### src/design/mrp_pkg.sv
// ----------------------------------------------------------------------------
// mrp_pkg
// Shared types and constants for the Miller-Rabin primality tester: witness
// bases, controller commands and datapath status.
// ----------------------------------------------------------------------------
package mrp_pkg;

	localparam int unsigned NUM_WIT = 12;
	localparam int unsigned WIT_IDX_W = 4;
	localparam int unsigned WIT_BASE_W = 6;

	typedef enum logic [3:0] {
		CMD_NONE,
		CMD_LOAD,
		CMD_MOD3,
		CMD_SHIFT_D,
		CMD_POW_INIT,
		CMD_MUL_ACC,
		CMD_MUL_B,
		CMD_WB_ACC,
		CMD_WB_B,
		CMD_SQ_INIT,
		CMD_MUL_SQ,
		CMD_WB_SQ,
		CMD_NEXT_WIT
	} cmd_t;

	typedef struct packed {
		logic n_lt2;
		logic n_is_2_3;
		logic n_even;
		logic mod3_done;
		logic mod3_zero;
		logic d_even;
		logic e_zero;
		logic e_lsb;
		logic wit_end;
		logic n_le_base;
		logic x_one;
		logic x_nm1;
		logic r_lt_s;
		logic mm_busy;
		logic mm_done;
	} stat_t;

	// first twelve primes: deterministic for every 64-bit value
	function automatic logic [WIT_BASE_W-1:0] wit_base(input logic [WIT_IDX_W-1:0] idx);
		logic [WIT_BASE_W-1:0] b;
		case (idx)
			4'd0:    b = 6'd2;
			4'd1:    b = 6'd3;
			4'd2:    b = 6'd5;
			4'd3:    b = 6'd7;
			4'd4:    b = 6'd11;
			4'd5:    b = 6'd13;
			4'd6:    b = 6'd17;
			4'd7:    b = 6'd19;
			4'd8:    b = 6'd23;
			4'd9:    b = 6'd29;
			4'd10:   b = 6'd31;
			4'd11:   b = 6'd37;
			default: b = 6'd37;
		endcase
		return b;
	endfunction

endpackage

### src/design/mrp_mulmod.sv
// ----------------------------------------------------------------------------
// mrp_mulmod
// Bit-serial modular multiplier: (x * y) mod m by shift-and-add modular
// doubling, one modular addition per cycle, a doubling and then an add of x per bit of y.
// ----------------------------------------------------------------------------
module mrp_mulmod #(
	parameter int unsigned WIDTH = 64
) (
	input  logic             clk,
	input  logic             arst_n,
	input  logic             start,
	input  logic [WIDTH-1:0] x,
	input  logic [WIDTH-1:0] y,
	input  logic [WIDTH-1:0] m,
	output logic             busy,
	output logic             done,
	output logic [WIDTH-1:0] result
);
	localparam int unsigned CNT_W = (WIDTH > 1) ? $clog2(WIDTH) : 1;

	logic [WIDTH-1:0] acc_q;
	logic [WIDTH-1:0] x_q;
	logic [WIDTH-1:0] y_q;
	logic [WIDTH-1:0] m_q;
	logic [CNT_W-1:0] cnt_q;
	logic             phase_q;
	logic             busy_q;
	logic             done_q;
	logic [WIDTH-1:0] add_b;
	logic [WIDTH-1:0] add_res;
	logic [WIDTH:0]   sum;

	// (acc + add_b) mod m, both operands below m
	assign add_b = phase_q ? x_q : acc_q;
	always_comb begin
		sum = {1'b0, acc_q} + {1'b0, add_b};
		if (sum >= {1'b0, m_q}) begin
			sum = sum - {1'b0, m_q};
		end
		add_res = sum[WIDTH-1:0];
	end

	always_ff @(posedge clk or negedge arst_n) begin
		if (!arst_n) begin
			busy_q  <= 1'b0;
			done_q  <= 1'b0;
			phase_q <= 1'b0;
			cnt_q   <= '0;
		end else begin
			done_q <= 1'b0;
			if (start) begin
				busy_q  <= 1'b1;
				phase_q <= 1'b0;
				cnt_q   <= CNT_W'(WIDTH - 1);
			end else if (busy_q) begin
				if (!phase_q) begin
					phase_q <= 1'b1;
				end else begin
					phase_q <= 1'b0;
					if (cnt_q == '0) begin
						busy_q <= 1'b0;
						done_q <= 1'b1;
					end else begin
						cnt_q <= cnt_q - 1'b1;
					end
				end
			end
		end
	end

	always_ff @(posedge clk) begin
		if (start) begin
			acc_q <= '0;
			x_q   <= x;
			y_q   <= y;
			m_q   <= m;
		end else if (busy_q) begin
			if (!phase_q) begin
				acc_q <= add_res;
			end else begin
				if (y_q[WIDTH-1]) begin
					acc_q <= add_res;
				end
				y_q <= {y_q[WIDTH-2:0], 1'b0};
			end
		end
	end

	assign busy   = busy_q;
	assign done   = done_q;
	assign result = acc_q;
endmodule

### src/design/mrp_datapath.sv
// ----------------------------------------------------------------------------
// mrp_datapath
// Candidate, exponent and witness registers, the folding mod-3 check and the
// shared modular multiplier, driven by controller commands.
// ----------------------------------------------------------------------------
module mrp_datapath #(
	parameter int unsigned WIDTH = 64
) (
	input  logic          clk,
	input  logic          arst_n,
	input  mrp_pkg::cmd_t cmd,
	input  logic [63:0]   candidate,
	output mrp_pkg::stat_t stat
);
	import mrp_pkg::*;

	localparam int unsigned CNT_W = (WIDTH > 1) ? $clog2(WIDTH) : 1;

	logic [WIDTH-1:0]     n_q;
	logic [WIDTH-1:0]     nm1_q;
	logic [WIDTH-1:0]     d_q;
	logic [WIDTH-1:0]     e_q;
	logic [WIDTH-1:0]     acc_q;
	logic [WIDTH-1:0]     b_q;
	logic [CNT_W-1:0]     s_q;
	logic [CNT_W-1:0]     r_q;
	logic [WIT_IDX_W-1:0] wit_q;
	logic [1:0]           m3_cnt_q;
	logic [7:0]           m3_q;
	logic                 m3_done_q;
	logic [63:0]          m3_in;
	logic [7:0]           m3_next;
	logic                 mm_start;
	logic [WIDTH-1:0]     mm_x;
	logic [WIDTH-1:0]     mm_y;
	logic                 mm_busy;
	logic                 mm_done;
	logic [WIDTH-1:0]     mm_res;
	logic [WIDTH-1:0]     base;

	// 16 is 1 mod 3, so the nibble sum keeps the remainder mod 3
	function automatic logic [7:0] nib_sum(input logic [63:0] v);
		logic [7:0] total;
		total = '0;
		for (int i = 0; i < 16; i++) begin
			total = total + 8'(v[4*i +: 4]);
		end
		return total;
	endfunction

	assign base = WIDTH'(wit_base(wit_q));

	always_comb begin
		mm_start = 1'b0;
		mm_x     = acc_q;
		mm_y     = b_q;
		case (cmd)
			CMD_MUL_ACC: begin
				mm_start = 1'b1;
			end
			CMD_MUL_B: begin
				mm_start = 1'b1;
				mm_x     = b_q;
			end
			CMD_MUL_SQ: begin
				mm_start = 1'b1;
				mm_y     = acc_q;
			end
			default: begin
				mm_start = 1'b0;
			end
		endcase
	end

	mrp_mulmod #(.WIDTH(WIDTH)) u_mulmod (
		.clk    (clk),
		.arst_n (arst_n),
		.start  (mm_start),
		.x      (mm_x),
		.y      (mm_y),
		.m      (n_q),
		.busy   (mm_busy),
		.done   (mm_done),
		.result (mm_res)
	);

	// three folds: candidate to at most 240, then 29, then 15
	always_comb begin
		m3_in   = (m3_cnt_q == 2'd0) ? 64'(n_q) : 64'(m3_q);
		m3_next = nib_sum(m3_in);
	end

	always_ff @(posedge clk or negedge arst_n) begin
		if (!arst_n) begin
			m3_cnt_q  <= '0;
			m3_q      <= '0;
			m3_done_q <= 1'b0;
			s_q       <= '0;
			r_q       <= '0;
			wit_q     <= '0;
		end else begin
			case (cmd)
				CMD_LOAD: begin
					m3_cnt_q  <= '0;
					m3_q      <= '0;
					m3_done_q <= 1'b0;
					s_q       <= '0;
					wit_q     <= '0;
				end
				CMD_MOD3: begin
					m3_q <= m3_next;
					if (m3_cnt_q == 2'd2) begin
						m3_done_q <= 1'b1;
					end else begin
						m3_cnt_q <= m3_cnt_q + 2'd1;
					end
				end
				CMD_SHIFT_D:  s_q   <= s_q + 1'b1;
				CMD_SQ_INIT:  r_q   <= CNT_W'(1);
				CMD_WB_SQ:    r_q   <= r_q + 1'b1;
				CMD_NEXT_WIT: wit_q <= wit_q + 1'b1;
				default: begin
				end
			endcase
		end
	end

	always_ff @(posedge clk) begin
		case (cmd)
			CMD_LOAD: begin
				n_q   <= candidate[WIDTH-1:0];
				nm1_q <= candidate[WIDTH-1:0] - 1'b1;
				d_q   <= candidate[WIDTH-1:0] - 1'b1;
			end
			CMD_SHIFT_D: d_q <= d_q >> 1;
			CMD_POW_INIT: begin
				acc_q <= WIDTH'(1);
				b_q   <= base;
				e_q   <= d_q;
			end
			CMD_WB_ACC: acc_q <= mm_res;
			CMD_WB_B: begin
				b_q <= mm_res;
				e_q <= e_q >> 1;
			end
			CMD_WB_SQ: acc_q <= mm_res;
			default: begin
			end
		endcase
	end

	always_comb begin
		stat.n_lt2     = n_q < WIDTH'(2);
		stat.n_is_2_3  = (n_q == WIDTH'(2)) || (n_q == WIDTH'(3));
		stat.n_even    = ~n_q[0];
		stat.mod3_done = m3_done_q;
		stat.mod3_zero = m3_q inside {8'd0, 8'd3, 8'd6, 8'd9, 8'd12, 8'd15};
		stat.d_even    = ~d_q[0];
		stat.e_zero    = e_q == '0;
		stat.e_lsb     = e_q[0];
		stat.wit_end   = wit_q == WIT_IDX_W'(NUM_WIT);
		stat.n_le_base = n_q <= base;
		stat.x_one     = acc_q == WIDTH'(1);
		stat.x_nm1     = acc_q == nm1_q;
		stat.r_lt_s    = r_q < s_q;
		stat.mm_busy   = mm_busy;
		stat.mm_done   = mm_done;
	end
endmodule

### src/design/mrp_ctrl.sv
// ----------------------------------------------------------------------------
// mrp_ctrl
// Controller: screens small candidates, walks the witness bases through the
// square-and-multiply and squaring loops and hands out the verdict.
// ----------------------------------------------------------------------------
module mrp_ctrl (
	input  logic           clk,
	input  logic           arst_n,
	input  logic           in_valid,
	output logic           in_ready,
	output logic           out_valid,
	input  logic           out_ready,
	output logic           is_prime,
	input  mrp_pkg::stat_t stat,
	output mrp_pkg::cmd_t  cmd
);
	import mrp_pkg::*;

	typedef enum logic [3:0] {
		ST_IDLE,
		ST_CLASSIFY,
		ST_MOD3,
		ST_SPLIT,
		ST_WIT,
		ST_POW,
		ST_WAIT_ACC,
		ST_POW_B,
		ST_WAIT_B,
		ST_CHECK,
		ST_SQ,
		ST_WAIT_SQ,
		ST_SQ_CHK,
		ST_HOLD
	} state_t;

	state_t state_q;
	logic   res_q;
	logic   out_valid_q;
	logic   is_prime_q;

	assign in_ready  = state_q == ST_IDLE;
	assign out_valid = out_valid_q;
	assign is_prime  = is_prime_q;

	always_comb begin
		cmd = CMD_NONE;
		case (state_q)
			ST_IDLE:     if (in_valid) cmd = CMD_LOAD;
			ST_MOD3:     if (!stat.mod3_done) cmd = CMD_MOD3;
			ST_SPLIT:    if (stat.d_even) cmd = CMD_SHIFT_D;
			ST_WIT:      if (!stat.wit_end && !stat.n_le_base) cmd = CMD_POW_INIT;
			ST_POW: begin
				if (!stat.e_zero) begin
					cmd = stat.e_lsb ? CMD_MUL_ACC : CMD_MUL_B;
				end
			end
			ST_WAIT_ACC: if (stat.mm_done) cmd = CMD_WB_ACC;
			ST_POW_B:    cmd = CMD_MUL_B;
			ST_WAIT_B:   if (stat.mm_done) cmd = CMD_WB_B;
			ST_CHECK:    cmd = (stat.x_one || stat.x_nm1) ? CMD_NEXT_WIT : CMD_SQ_INIT;
			ST_SQ:       if (stat.r_lt_s) cmd = CMD_MUL_SQ;
			ST_WAIT_SQ:  if (stat.mm_done) cmd = CMD_WB_SQ;
			ST_SQ_CHK:   if (stat.x_nm1) cmd = CMD_NEXT_WIT;
			default:     cmd = CMD_NONE;
		endcase
	end

	always_ff @(posedge clk or negedge arst_n) begin
		if (!arst_n) begin
			state_q     <= ST_IDLE;
			res_q       <= 1'b0;
			out_valid_q <= 1'b0;
			is_prime_q  <= 1'b0;
		end else begin
			// in the hold state the output register is handled below
			if (out_valid_q && out_ready && state_q != ST_HOLD) begin
				out_valid_q <= 1'b0;
			end
			case (state_q)
				ST_IDLE: if (in_valid) state_q <= ST_CLASSIFY;
				ST_CLASSIFY: begin
					if (stat.n_lt2) begin
						res_q   <= 1'b0;
						state_q <= ST_HOLD;
					end else if (stat.n_is_2_3) begin
						res_q   <= 1'b1;
						state_q <= ST_HOLD;
					end else if (stat.n_even) begin
						res_q   <= 1'b0;
						state_q <= ST_HOLD;
					end else begin
						state_q <= ST_MOD3;
					end
				end
				ST_MOD3: begin
					if (stat.mod3_done) begin
						if (stat.mod3_zero) begin
							res_q   <= 1'b0;
							state_q <= ST_HOLD;
						end else begin
							state_q <= ST_SPLIT;
						end
					end
				end
				ST_SPLIT: if (!stat.d_even) state_q <= ST_WIT;
				ST_WIT: begin
					if (stat.wit_end || stat.n_le_base) begin
						res_q   <= 1'b1;
						state_q <= ST_HOLD;
					end else begin
						state_q <= ST_POW;
					end
				end
				ST_POW: begin
					if (stat.e_zero) begin
						state_q <= ST_CHECK;
					end else if (stat.e_lsb) begin
						state_q <= ST_WAIT_ACC;
					end else begin
						state_q <= ST_WAIT_B;
					end
				end
				ST_WAIT_ACC: if (stat.mm_done) state_q <= ST_POW_B;
				ST_POW_B:    state_q <= ST_WAIT_B;
				ST_WAIT_B:   if (stat.mm_done) state_q <= ST_POW;
				ST_CHECK:    state_q <= (stat.x_one || stat.x_nm1) ? ST_WIT : ST_SQ;
				ST_SQ: begin
					if (stat.r_lt_s) begin
						state_q <= ST_WAIT_SQ;
					end else begin
						res_q   <= 1'b0;
						state_q <= ST_HOLD;
					end
				end
				ST_WAIT_SQ: if (stat.mm_done) state_q <= ST_SQ_CHK;
				ST_SQ_CHK:  state_q <= stat.x_nm1 ? ST_WIT : ST_SQ;
				ST_HOLD: begin
					// wait for the previous verdict to be taken
					if (!out_valid_q || out_ready) begin
						out_valid_q <= 1'b1;
						is_prime_q  <= res_q;
						state_q     <= ST_IDLE;
					end
				end
				default: state_q <= ST_IDLE;
			endcase
		end
	end
endmodule

### src/design/miller_rabin_prime_test_64.sv
// ----------------------------------------------------------------------------
// miller_rabin_prime_test_64
// Deterministic Miller-Rabin primality test of one WIDTH-bit candidate with
// witness bases 2 to 37; one verdict per candidate.
// ----------------------------------------------------------------------------
// One candidate is tested at a time; the next is taken once the verdict is
// in the output register. Candidate bits at and above WIDTH are ignored.
// Small values and evens are settled in the classify state, multiples of 3
// after the mod-3 folds, and the verdict goes out once the output register is free.
// Otherwise the time is set by the shared bit-serial modular multiplier:
// each witness needs at most about 2 * WIDTH multiplications in all for
// a^d mod n and the s - 1 squarings, which the multiplier runs one at a time.
module miller_rabin_prime_test_64 #(
	parameter int unsigned WIDTH = 64
) (
	input  logic        clk,
	input  logic        arst_n,
	input  logic        in_valid,
	output logic        in_ready,
	input  logic [63:0] candidate,
	output logic        out_valid,
	input  logic        out_ready,
	output logic        is_prime
);
	import mrp_pkg::*;

	cmd_t  cmd;
	stat_t stat;

	mrp_ctrl u_ctrl (
		.clk       (clk),
		.arst_n    (arst_n),
		.in_valid  (in_valid),
		.in_ready  (in_ready),
		.out_valid (out_valid),
		.out_ready (out_ready),
		.is_prime  (is_prime),
		.stat      (stat),
		.cmd       (cmd)
	);

	mrp_datapath #(.WIDTH(WIDTH)) u_datapath (
		.clk       (clk),
		.arst_n    (arst_n),
		.cmd       (cmd),
		.candidate (candidate),
		.stat      (stat)
	);

`ifndef SYNTHESIS
	a_busy_after_transfer: assert property (@(posedge clk) disable iff (!arst_n)
		(in_valid && in_ready) |=> !in_ready)
		else $error("block took a candidate while busy");

	a_load_only_on_transfer: assert property (@(posedge clk) disable iff (!arst_n)
		(cmd == CMD_LOAD) |-> (in_valid && in_ready))
		else $error("candidate loaded without a transfer");

	a_mul_start_idle: assert property (@(posedge clk) disable iff (!arst_n)
		(cmd == CMD_MUL_ACC || cmd == CMD_MUL_B || cmd == CMD_MUL_SQ) |-> !stat.mm_busy)
		else $error("multiplier started while busy");
`endif
endmodule

### config.mk
export PLATFORM = sky130hd
export DESIGN_NAME = miller_rabin_prime_test_64
export DESIGN_NICKNAME = d
export VERILOG_FILES = /design/src/design/mrp_pkg.sv /design/src/design/mrp_mulmod.sv /design/src/design/mrp_datapath.sv /design/src/design/mrp_ctrl.sv /design/src/design/miller_rabin_prime_test_64.sv
export SDC_FILE = /design/constraint.sdc
export NUM_CORES = 2
export LEC_CHECK = 0
export BUFFER_PORTS_ARGS = -buffer_cell sky130_fd_sc_hd__buf_4
export CORE_UTILIZATION = 50
export DETAILED_ROUTE_END_ITERATION = 6
export GPL_TIMING_DRIVEN = 0
export PLACE_DENSITY = 0.66
export RECOVER_POWER = 25
export SLEW_MARGIN = 10
export SYNTH_ARGS = -nofsm -noshare
export SYNTH_HDL_FRONTEND = slang
export SYNTH_HIERARCHICAL = 1
export SYNTH_SLANG_ARGS = --single-unit
export TNS_END_PERCENT = 30
### constraint.sdc
create_clock -name clk -period 25.2 [get_ports clk]
set_input_delay 1.26 -clock clk [delete_from_list [all_inputs] [get_ports clk]]
set_output_delay 1.26 -clock clk [all_outputs]
set_load 0.05 [all_outputs]
# After elaboration in Yosys (flattened, before gate mapping)
# Memory sizes are Yosys's and may differ from the RTL's.
# Index checks and enable logic that the tools add are counted.
# W data, S select, Z words.
# totals
output_inout_bits	3
word_cells	219
ff_bits	683
input_bits	68
mem_count	1
rom_bits	96
# classes
n_reduce_logical	35
magnitude_cmp	4
n_mux	80
n_addsub	23
n_eq_ne	52
# mem_list
memory	depth	word_bits	rd	rd_clocked_by_memory_dff	write_ports	line	source
(no name shown)	16	6	1	0	0	mrp_pkg.sv:49	case (idx)
# ops
operator	n
$mux W64	10
$pmux W64 S2	4
$eq A64 B2 Y1 const B	2
$add A8 B4 Y8	14
$mux W4	21
$add A64 B64 Y65	1
$ge A65 B64 Y1	1
$eq A64 B1 Y1 const B	1
$eq A64 B64 Y1	1
$le A64 B6 Y1	1
$logic_not A64 Y1	1
$lt A64 B2 Y1 const B	1
$sub A64 B1 Y64 const B	1
$sub A64 B64 Y64	1
$pmux W4 S14	1
$eq A4 B4 Y1 const B	12
$pmux W4 S12	1
$eq A4 B3 Y1 const B	8
$eq A8 B4 Y1 const B	3
$mux W1	24
$mux W6	4
$pmux W6 S2	2
$ne A2 B1 Y1 const B	9
$eq A4 B2 Y1 const B	4
other kinds (35)	66

# Depth between registers and ports, before layout
# depth
ltp_word	18
ltp_mapped	31
depth_no_buf	28

# Cells and area by module
# The synthesis kept the hierarchy.
# by_module_without_submodules
module	instances	seq_area_each_um2	cells_per_inst	area_per_inst_um2
mrp_datapath	1	12206.7	1767	21784.6
mrp_mulmod	1	7272.0	1928	18370.1
mrp_ctrl	1	175.2	112	850.8

# Least setup slack after synthesis
# OpenSTA, ideal clock, no wires.
# synth_path
path_kind	register -> register
startpoint	register u_ctrl.state_q[2]
endpoint	register u_datapath.u_mulmod.y_q[0], enable pin
path_buffers	4
period_less_slack_ps	11576
required_ps	24782
path_stages_with_launch	12
slack_ps	13624
setup_ps	418
t_arrival_ps	11158
cell_sequence	dfrtp_1 > buf_4 > buf_2 > nor4_1 > a21oi_1 > o21ai_0 > clkbuf_1 > nand2_1 > o22ai_1 > clkbuf_1 > a21oi_1 > inv_1
# synth_between
elab_chain_cells	7
elab_cells_between_ends	21
cone_classes	eq/ne: 14; mux: 2; reduce/logical: 5
# synth_rtl
element	line	source
start, declared	mrp_ctrl.sv:36	state_t state_q;
start signal, assigned	mrp_ctrl.sv:126	ST_CHECK: state_q <= (stat.x_one || stat.x_nm1) ? ST_WIT : ST_SQ;
start signal, assigned	mrp_ctrl.sv:136	ST_SQ_CHK: state_q <= stat.x_nm1 ? ST_WIT : ST_SQ;
$logic_not A4 Y1 *	-	
via in_ready	miller_rabin_prime_test_64.sv:19	output logic in_ready,
$pmux W4 S12 *	mrp_ctrl.sv:47	case (state_q)
via cmd[0]	miller_rabin_prime_test_64.sv:27	cmd_t cmd;
$eq A4 B3 Y1 / $eq A4 B4 Y1 (equally long branches)	mrp_datapath.sv:57	case (cmd)
$reduce_or A3 Y1 (no line) *	-	
$mux W1 *	mrp_datapath.sv:57	
via u_datapath.mm_start	mrp_datapath.sv:33	logic mm_start;
$reduce_bool A2 Y1 (no line)	-	
$reduce_and A2 Y1 (no line) *	-	
end signal, assigned	mrp_mulmod.sv:75	y_q <= y;
end signal, assigned	mrp_mulmod.sv:84	y_q <= {y_q[WIDTH-2:0], 1'b0};
end, declared	mrp_mulmod.sv:23	logic [WIDTH-1:0] y_q;
# The timed path passes the listed nets; every way through them passes the cells marked *.
# A chain may end at the register's enable or synchronous reset.

# Worst setup path in the final report
# layout_path
startpoint	register u_datapath.u_mulmod.phase_q
endpoint	register u_datapath.u_mulmod.acc_q[55], in the netlist u_datapath/u_mulmod/result[55]
# layout_between
elab_chain_cells	6
elab_cells_between_ends	9
cone_classes	add/sub: 2; order compare: 1; eq/ne: 1; mux: 4; reduce/logical: 1
# layout_rtl
element	line	source
start, declared	mrp_mulmod.sv:26	logic phase_q;
start signal, assigned	mrp_mulmod.sv:47	phase_q <= 1'b0;
start signal, assigned	mrp_mulmod.sv:53	phase_q <= 1'b0;
start signal, assigned	mrp_mulmod.sv:57	phase_q <= 1'b1;
$mux W64	mrp_mulmod.sv:34	assign add_b = phase_q ? x_q : acc_q;
$add A64 B64 Y65	mrp_mulmod.sv:36	sum = {1'b0, acc_q} + {1'b0, add_b};
$sub A64 B64 Y64 / $ge A65 B64 Y1 (equally long branches)	mrp_mulmod.sv:38, mrp_mulmod.sv:37	
$mux W64	mrp_mulmod.sv:37	if (sum >= {1'b0, m_q}) begin
$mux W64	mrp_mulmod.sv:81	if (y_q[WIDTH-1]) begin
$mux W64	mrp_mulmod.sv:78	if (!phase_q) begin
end signal, assigned	mrp_mulmod.sv:79	acc_q <= add_res;
end signal, assigned	mrp_mulmod.sv:82	acc_q <= add_res;
end, declared	mrp_mulmod.sv:21	logic [WIDTH-1:0] acc_q;
# Parallel ways exist; a longest one is shown, timed or not. The select of a mux whose other input is x is not followed.

==> summary.md <==
| Metric | Value |
|---|---|
| Post-synth net total | `4097` |
| Length of the first detailed-routing pass in iterations | `6` |
| Root buf cell | `clkbuf_16` |
| # hold bufs at CTS | `0` |
| Setup Skew | `35.9 ps` |
| Min-delay worst type | `register to register` |
| Clk Latency, worst-skew pair | `660 ps` |
| Synth warnings | `6` |
| Max-Cap Viols | `3` |
| Fmax | `around 0.10 GHz` |
| Worst-case clock buffer depth | `3` |
| # setup viols final | `0` |
| First-pass GRT wire length | `191 mm` |
| 1st-iter DRT viols | `3305` |
| Clock slew at reported path FFs | `60 ps` |
| Crit share post-route | `0.387` |
| Final nets | `4263` |
| Fillers | `~7000` |
| Row cnt | `104` |
| Num ports | `71` |
| Post-DP HPWL | `101 mm` |
| Least-Margin Pin Slew | `roughly 2600 ps` |
| Vias/cell | `just over 6` |
| Slowest Stage Delay on Critical Path | `~870 ps` |
| Final Max Tran Viols | `122` |
| Die Ht | `roughly 290 um` |
| DR vias | `approximately 31000` |
| Core Footprint | `80800 sq um` |
| Fin Setup TNS | `0 ps` |
| Routability cong. | `about 0.99` |
| Vias in the first global route | `around 29000` |
| Status | `finished with violations` |
| Final core occ | `0.563` |
| ANT nets after route | `0` |
| Total Routing Usage GR | `0.310` |
| Unrepaired setup endpoints after global routing | `no` |
| Largest net degree at the start of global routing | `64` |
| Area grow syn2layout | `10.9%` |
| Post-CTS Setup Repair Bufs | `0` |
| Crit path top cell by count | `a21oi_1` |
| CTS tree | `built` |
| Layout cells sized above 1 | `0.129` |
| Startpoint Class | `register` |
| Failing checks | `capacitance limit, slew limit` |
| Critical-path top delay cell | `clkbuf_1` |
| Initial antenna violation count | `6` |
| CP startpoint | `u_datapath/u_mulmod/phase_q` |
| Total Wirelength | `roughly 130 mm` |
| Slew Limit Headroom | `-0.758` |
| Synthesized area | `41000 sq um` |
| Post-DR wirelength/cell | `25.5 um` |
| Critical Path RT | `25690 ps` |
| CP Max Fanout | `10` |
| Post-CTS resize count | `0` |
| GRT Residual Overflow | `0` |
| Port bufs | `70` |
| Htree depth | `3` |
| Crit end category | `register` |
| Clk sinks | `683` |
| Starting Density | `0.507` |
| Fin. Hold Viols | `0` |
| Min Clock Period, post-route | `9760 ps` |
| TritonCTS Buffers | `76` |
| Area of the die | `83100 sq um` |
| Worst Setup Path Type | `register to register` |
| Reg2reg start | `u_datapath/u_mulmod/phase_q` |
| Crit path DAT | `10250 ps` |
| Gate Count Post-Synth | `3806` |
| Die extent in x | `between 200 and 300 um` |
| DR DRC count | `0` |
| HP Start | `u_ctrl/res_q` |
| Avg Cell Area, Syn | `10.8 sq um` |
==> cells in the final DEF (no fill, tap or decap), types with 114 or more instances in the layout <==
master      n
o21ai_0   138
inv_1     195
xor2_1    137
mux2_2    307
ha_1      171
a21oi_1   229
nand2_1   403
nor2_1    227
xnor2_1   114
edfxtp_1  576
clkbuf_1  234
==> layout make-up <==
class,instances,area [sq um],share of cell area
clock inverter,30,405,0.00891
timing repair buffer,88,623,0.0137
multi-input combinational,2743,19800,0.436
buffer,183,763,0.0168
inverter,197,743,0.0163
antenna,3,7.51,0.000165
tap,1060,1330,0.0292
clock buffer,107,2130,0.0468
sequential,683,19700,0.432
==> final timing paths <==
kind | cells past startpoint | end | slack [ps]
worst max-delay path | 28 | u_datapath/u_mulmod/result[55] | 15440
min in group asynchronous | 1 | u_ctrl/state_q[0] | 1430
max in group asynchronous | 1 | u_datapath/u_mulmod/phase_q | 22240
worst max register to register | 28 | u_datapath/u_mulmod/result[55] | 15440
worst min-delay path | 1 | u_ctrl/res_q | 500
worst min register to register | 1 | u_ctrl/res_q | 500
==> metal layers <==
metal,vias to the layer above,wire length [um],part of all wire,global-route usage
met3,243,9240,0.071,0.0425
met4,0,5560,0.043,0.122
met2,1235,58100,0.45,0.485
li1,14200,-,-,-
met5,-,0,0,0
met1,15100,56800,0.44,0.437
==> registers in the layout (all words and copies together), names as in the netlist, 6 cells and up <==
register                    flops
u_datapath/acc_q               64
u_datapath/b_q                 64
u_datapath/d_q                 64
u_datapath/e_q                 64
u_datapath/m3_q                 8
u_datapath/n_q                 64
u_datapath/nm1_q               64
u_datapath/r_q                  6
u_datapath/s_q                  6
u_datapath/u_mulmod/cnt_q       6
u_datapath/u_mulmod/m_q        64
u_datapath/u_mulmod/result     64
u_datapath/u_mulmod/x_q        64
u_datapath/u_mulmod/y_q        64
==> per-stage QoR <==
stage | cell area (sq um) | instances | hold WS (ps) | setup WS, ps
2_1_floorplan | 41000 | 3806 | 433 | 13620
4_1_cts | 45800 | 5091 | 503 | 15630
3_3_place_gp | 42800 | 4936 | 480 | 8190
3_5_place_dp | 43300 | 4954 | 485 | 15680
5_1_grt | 45500 | 5091 | 514 | 15270
6_report | 45500 | 5094 | 495 | 15440
==> critical path, delay by kind of cell (launching register included) <==
kind,cells,cell delay [ps]
flip-flops,1,320
adder cells (fa/ha/maj),3,1020
AND/OR/NAND/NOR,2,380
AO/OA/AOI/OAI,15,4430
XOR/XNOR,1,220
multiplexers,2,760
buffers and inverters,5,2420
Power is not shown: default switching activity piles up to over one toggle a cycle in this logic, so the estimate is an artifact.
